[config.mk]
export PLATFORM = sky130hd
export DESIGN_NAME = bls_cell_row
export DESIGN_NICKNAME = d
export VERILOG_FILES = /design/src/hdl/bls_pkg.sv /design/src/hdl/bls_cell.sv /design/src/hdl/bls_cell_row.sv
export SDC_FILE = /design/constraint.sdc
export NUM_CORES = 2
export LEC_CHECK = 0
export ABC_AREA = 1
export BUFFER_PORTS_ARGS = -buffer_cell sky130_fd_sc_hd__buf_2
export CORE_UTILIZATION = 40
export DETAILED_ROUTE_END_ITERATION = 12
export PLACE_DENSITY = 0.67
export SYNTH_ARGS = -nofsm -noshare
export SYNTH_HDL_FRONTEND = slang
export SYNTH_SLANG_ARGS = --single-unit
[constraint.sdc]
create_clock -name clk -period 32.4 [get_ports clk]
set_input_delay 8.1 -clock clk [delete_from_list [all_inputs] [get_ports clk]]
set_output_delay 8.1 -clock clk [all_outputs]
set_load 0.005 [all_outputs]
[src/hdl/bls_pkg.sv]
`timescale 1ns / 1ps

package bls_pkg;

	localparam int MAX_DEPTH  = 64;
	localparam int DATA_WIDTH = 32;

	localparam int CNT_W    = $clog2(MAX_DEPTH + 1);
	localparam int CMP_W    = (CNT_W > 7) ? CNT_W : 7;
	localparam int GRP_SIZE = 8;
	localparam int GROUPS   = (MAX_DEPTH + GRP_SIZE - 1) / GRP_SIZE;

	localparam logic [6:0] CAP_RESET = 7'd64;

	typedef enum logic [1:0] {
		OP_PUSH = 2'd0,
		OP_POP  = 2'd1,
		OP_PEEK = 2'd2,
		OP_TOP  = 2'd3
	} bls_op_t;

	typedef enum logic [1:0] {
		ST_OK       = 2'd0,
		ST_OVERFLOW = 2'd1,
		ST_EMPTY    = 2'd2,
		ST_BADPOS   = 2'd3
	} bls_status_t;

	typedef logic [DATA_WIDTH-1:0] word_t;

	typedef struct packed {
		logic             shift_dn;
		logic             shift_up;
		logic             load;
		logic             peek_en;
		logic [CMP_W-1:0] peek_idx;
		word_t            push_word;
	} bls_row_ctl_t;

	function automatic word_t to_word(input logic [31:0] v);
		logic [63:0] ext;
		ext = {{32{v[31]}}, v};
		return ext[DATA_WIDTH-1:0];
	endfunction

	function automatic logic [31:0] to_out(input word_t w);
		logic [63:0] z;
		z = 64'(w);
		return z[31:0];
	endfunction

endpackage

[src/hdl/bls_cell.sv]
`timescale 1ns / 1ps

module bls_cell (
	input  logic          clk,
	input  logic          shift_dn,
	input  logic          shift_up,
	input  logic          sel,
	input  bls_pkg::word_t from_above,
	input  bls_pkg::word_t from_below,
	output bls_pkg::word_t data,
	output bls_pkg::word_t pick
);
	import bls_pkg::*;

	word_t data_q;

	always_ff @(posedge clk) begin
		if (shift_dn) begin
			data_q <= from_above;
		end else if (shift_up) begin
			data_q <= from_below;
		end
	end

	assign data = data_q;
	assign pick = data_q & {DATA_WIDTH{sel}};
endmodule

[src/hdl/bls_cell_row.sv]
`timescale 1ns / 1ps

module bls_cell_row (
	input  logic                                          clk,
	input  bls_pkg::bls_row_ctl_t                         ctl,
	output bls_pkg::word_t                                top_word,
	output logic [bls_pkg::GROUPS-1:0][bls_pkg::DATA_WIDTH-1:0] grp_s1
);
	import bls_pkg::*;

	logic [MAX_DEPTH-1:0][DATA_WIDTH-1:0] cell_data;
	logic [MAX_DEPTH-1:0][DATA_WIDTH-1:0] cell_pick;
	logic [GROUPS-1:0][DATA_WIDTH-1:0]    grp_or;

	for (genvar i = 0; i < MAX_DEPTH; i++) begin : g_cell
		word_t above;
		word_t below;
		logic  sel;

		if (i == 0) begin : g_first
			assign above = ctl.push_word;
		end else begin : g_mid
			assign above = cell_data[i-1];
		end

		if (i == MAX_DEPTH - 1) begin : g_last
			assign below = cell_data[i];
		end else begin : g_inner
			assign below = cell_data[i+1];
		end

		assign sel = ctl.peek_en && (ctl.peek_idx == CMP_W'(i));

		bls_cell u_cell (
			.clk        (clk),
			.shift_dn   (ctl.shift_dn),
			.shift_up   (ctl.shift_up),
			.sel        (sel),
			.from_above (above),
			.from_below (below),
			.data       (cell_data[i]),
			.pick       (cell_pick[i])
		);
	end

	// first level of the peek tree, eight cells per group
	always_comb begin
		for (int g = 0; g < GROUPS; g++) begin
			grp_or[g] = '0;
			for (int k = 0; k < GRP_SIZE; k++) begin
				if (g * GRP_SIZE + k < MAX_DEPTH) begin
					grp_or[g] = grp_or[g] | cell_pick[g * GRP_SIZE + k];
				end
			end
		end
	end

	always_ff @(posedge clk) begin
		if (ctl.load) begin
			grp_s1 <= grp_or;
		end
	end

	assign top_word = cell_data[0];
endmodule

==> reports/qor.csv <==
metric,value,unit
antenna_found_initial,28,
postSynthAreaPerCell,9.14,um2
num-fill-cells,26400,
drtIter0Drc,12100,
viasPerCell,5.41,
track_usage,22.0,%
cts_tree,done,
place_hpwl,191000,um
drc,0,
critPathLaunch,ctl[42],
syn_nets,12300,
clock_skew,0.0941,ns
die_area,281000,um2
firstDrtPassIters,7,
gr-total-overflow,0,
crit_arrival,13.33,ns
start_util,40.3,%
slowest_delay,0.87,ns
critPathLaunchType,primary input,
grt_start_max_net_pins,232,
areaGrowthSynthToFinish,10.7,%
fp.dieW,530,um
ant_nets,0,
crit_required,33.04,ns
clock_latency,0.95,ns
cts_root_buf,clkbuf_16,
power,7.53,mW
netlist_instances,12200,
final_nets,12100,
post-route-min-period,12.69,ns
crit_type,primary input to register,
p_leak,52.6,nW
synth_top_area_share,62.0,%
htree_num_levels,4,
outcome,"finished, final reports clean",
yosys_warnings,0,
drive_gt1_share,6.75,%
gp_routability_congestion,0.803,
worstPathCellList,buf_12 -> buf_4 -> buf_4 -> buf_4 -> buf_4 -> buf_4 -> buf_4 -> o21ai_0,
hold_viol_final,0,
rsz0062_at_grt,false,
totalWireLength,317000,um
worstMarginPinSlew,1.28,ns
post-cts-setup-buffers,0,
setup_violations,0,
yosys.area.top_type,edfxtp_1,
drv_cap,0,
grt_first_pass_wirelength,483000,um
ys_top_cells_by_area,"edfxtp_1 62%, nand2_1 12%, nand3_1 9.2%",
rows,193,
grt_pass1_vias,78500,
cp-end-kind,register,
setup-tns-final,0,ns
portBuffers,331,
cpMostUsedCell,buf_4,
r2r_start,g_cell[16].u_cell.data[28]$_DFFE_PP_,
maxSlewViolCount,0,
io_pins,332,
r2r_setup_slack,30.67,ns
coreArea,277000,um2
numCtsBuffers,245,
die_h,530,um
ctsResizeCount,0,
ys_seq_area_share,62.0,%
ys_types,13,
vias,86400,
fin_crit_sh,39.2,%
power_density,60.9,nW/um2
whs,0.478,ns
crit_path_max_fanout,102,
slowest_stage,buf_4,
clkSlewWorstSetupHoldPaths,0.06,ns
cts.sinks,2304,
postCtsHoldBufs,0,
synth-seq-cells,2304,
ctsLongestPathBuffers,4,
slew-limit-headroom,14.8,%
hp-class,register to register,
post_drt_wl_per_cell,19.9,um
synth_area,112000,um2
ir_worst_vdd,0.0543,mV
min-delay-start,g_cell[62].u_cell.data[5]$_DFFE_PP_,
max_freq,0.0788,GHz
kinds of logic (layout without fill, tap and decap cells):
group	after synthesis	count (layout)	synth area share, %
buffers and inverters	1806	1813	6.43
other	0	23	0
and+or+nand+nor	6303	6303	23.5
AOI/OAI and AO/OA	1808	1808	8.10
DFF	2304	2304	62.0
placed cells by master (no fill, tap or decap):
master	n
diode_2	23
inv_8	2
buf_8	1
clkinv_1	49
inv_1	910
o21ai_0	1808
nand3_1	2051
clkbuf_16	247
bufinv_16	31
or2_4	1
inv_16	3
buf_12	17
clkinv_2	49
nor2_4	18
nor3_4	2
buf_2	329
clkinv_16	3
clkbuf_1	49
buf_4	100
inv_6	4
clkinv_8	3
edfxtp_1	2304
nand2_1	3718
clkinvlp_4	11
nor2_1	513
clkinv_4	5
cell type report:
class / count / area [um2] / area share, %
timing repair buffer: 447 / 2750 / 2.23
multi-input combinational: 8111 / 35400 / 28.7
tap: 3705 / 4640 / 3.75
clock buffer: 296 / 6360 / 5.15
antenna: 23 / 57.6 / 0.0466
clock inverter: 159 / 1730 / 1.40
inverter: 911 / 3430 / 2.77
sequential: 2304 / 69200 / 56.0
cell usage after synthesis, drive strengths merged:
cell type	count
edfxtp	2304
buf	398
or2	1
nor3	2
clkbuf	497
nand2	3718
nor2	531
nand3	2051
o21ai	1808
inv	911
critical path: cells and delay by family:
kind / cells / cell delay [ns]
compound gates: 1 / 0.24
buf+inv: 7 / 4.75
final timing paths:
kind	endpoint	cells past startpoint
worst min-delay path	g_cell[63].u_cell.data[5]$_DFFE_PP_	0
worst max register to register	grp_s1[92]$_DFFE_PP_	4
worst min register to register	g_cell[63].u_cell.data[5]$_DFFE_PP_	0
worst max-delay path	g_cell[3].u_cell.data[8]$_DFFE_PP_	8
metrics by stage:
stage | area [um2] | utilization (%) | cells | worst slack, ns
after global placement | 115000 | 41.7 | 15500 | 18.94
final | 124000 | 44.6 | 16000 | 19.71
after CTS | 124000 | 44.6 | 15900 | 19.83
after detailed placement | 115000 | 41.7 | 15500 | 18.84
after floorplan | 112000 | - | 12200 | 8.58
after global routing | 124000 | 44.6 | 15900 | 19.24
layer usage:
layer / share of wire (%) / vias to the layer above / global-route usage (%)
met2: 44 / 3689 / 32.6
met3: 8.7 / 415 / 2.94
met5: 0.014 / - / 0
met1: 45 / 41200 / 33.2
li1: - / 41000 / -
met4: 2.8 / 6 / 6.32
power breakdown:
part / total [mW] / switching (mW) / leakage (nW) / internal [mW]
sequential: 4.03 / 0.260 / 24.3 / 3.77
combinational: 0.614 / 0.445 / 24.4 / 0.168
clock: 2.88 / 1.23 / 3.94 / 1.65
sequential cells by signal, indices dropped and copies added, names as in the netlist:
| register | flops |
|---|---|
| grp_s1 | 256 |
| g_cell.u_cell.data | 2048 |
Note: power is estimated with default switching activity, not from simulation.
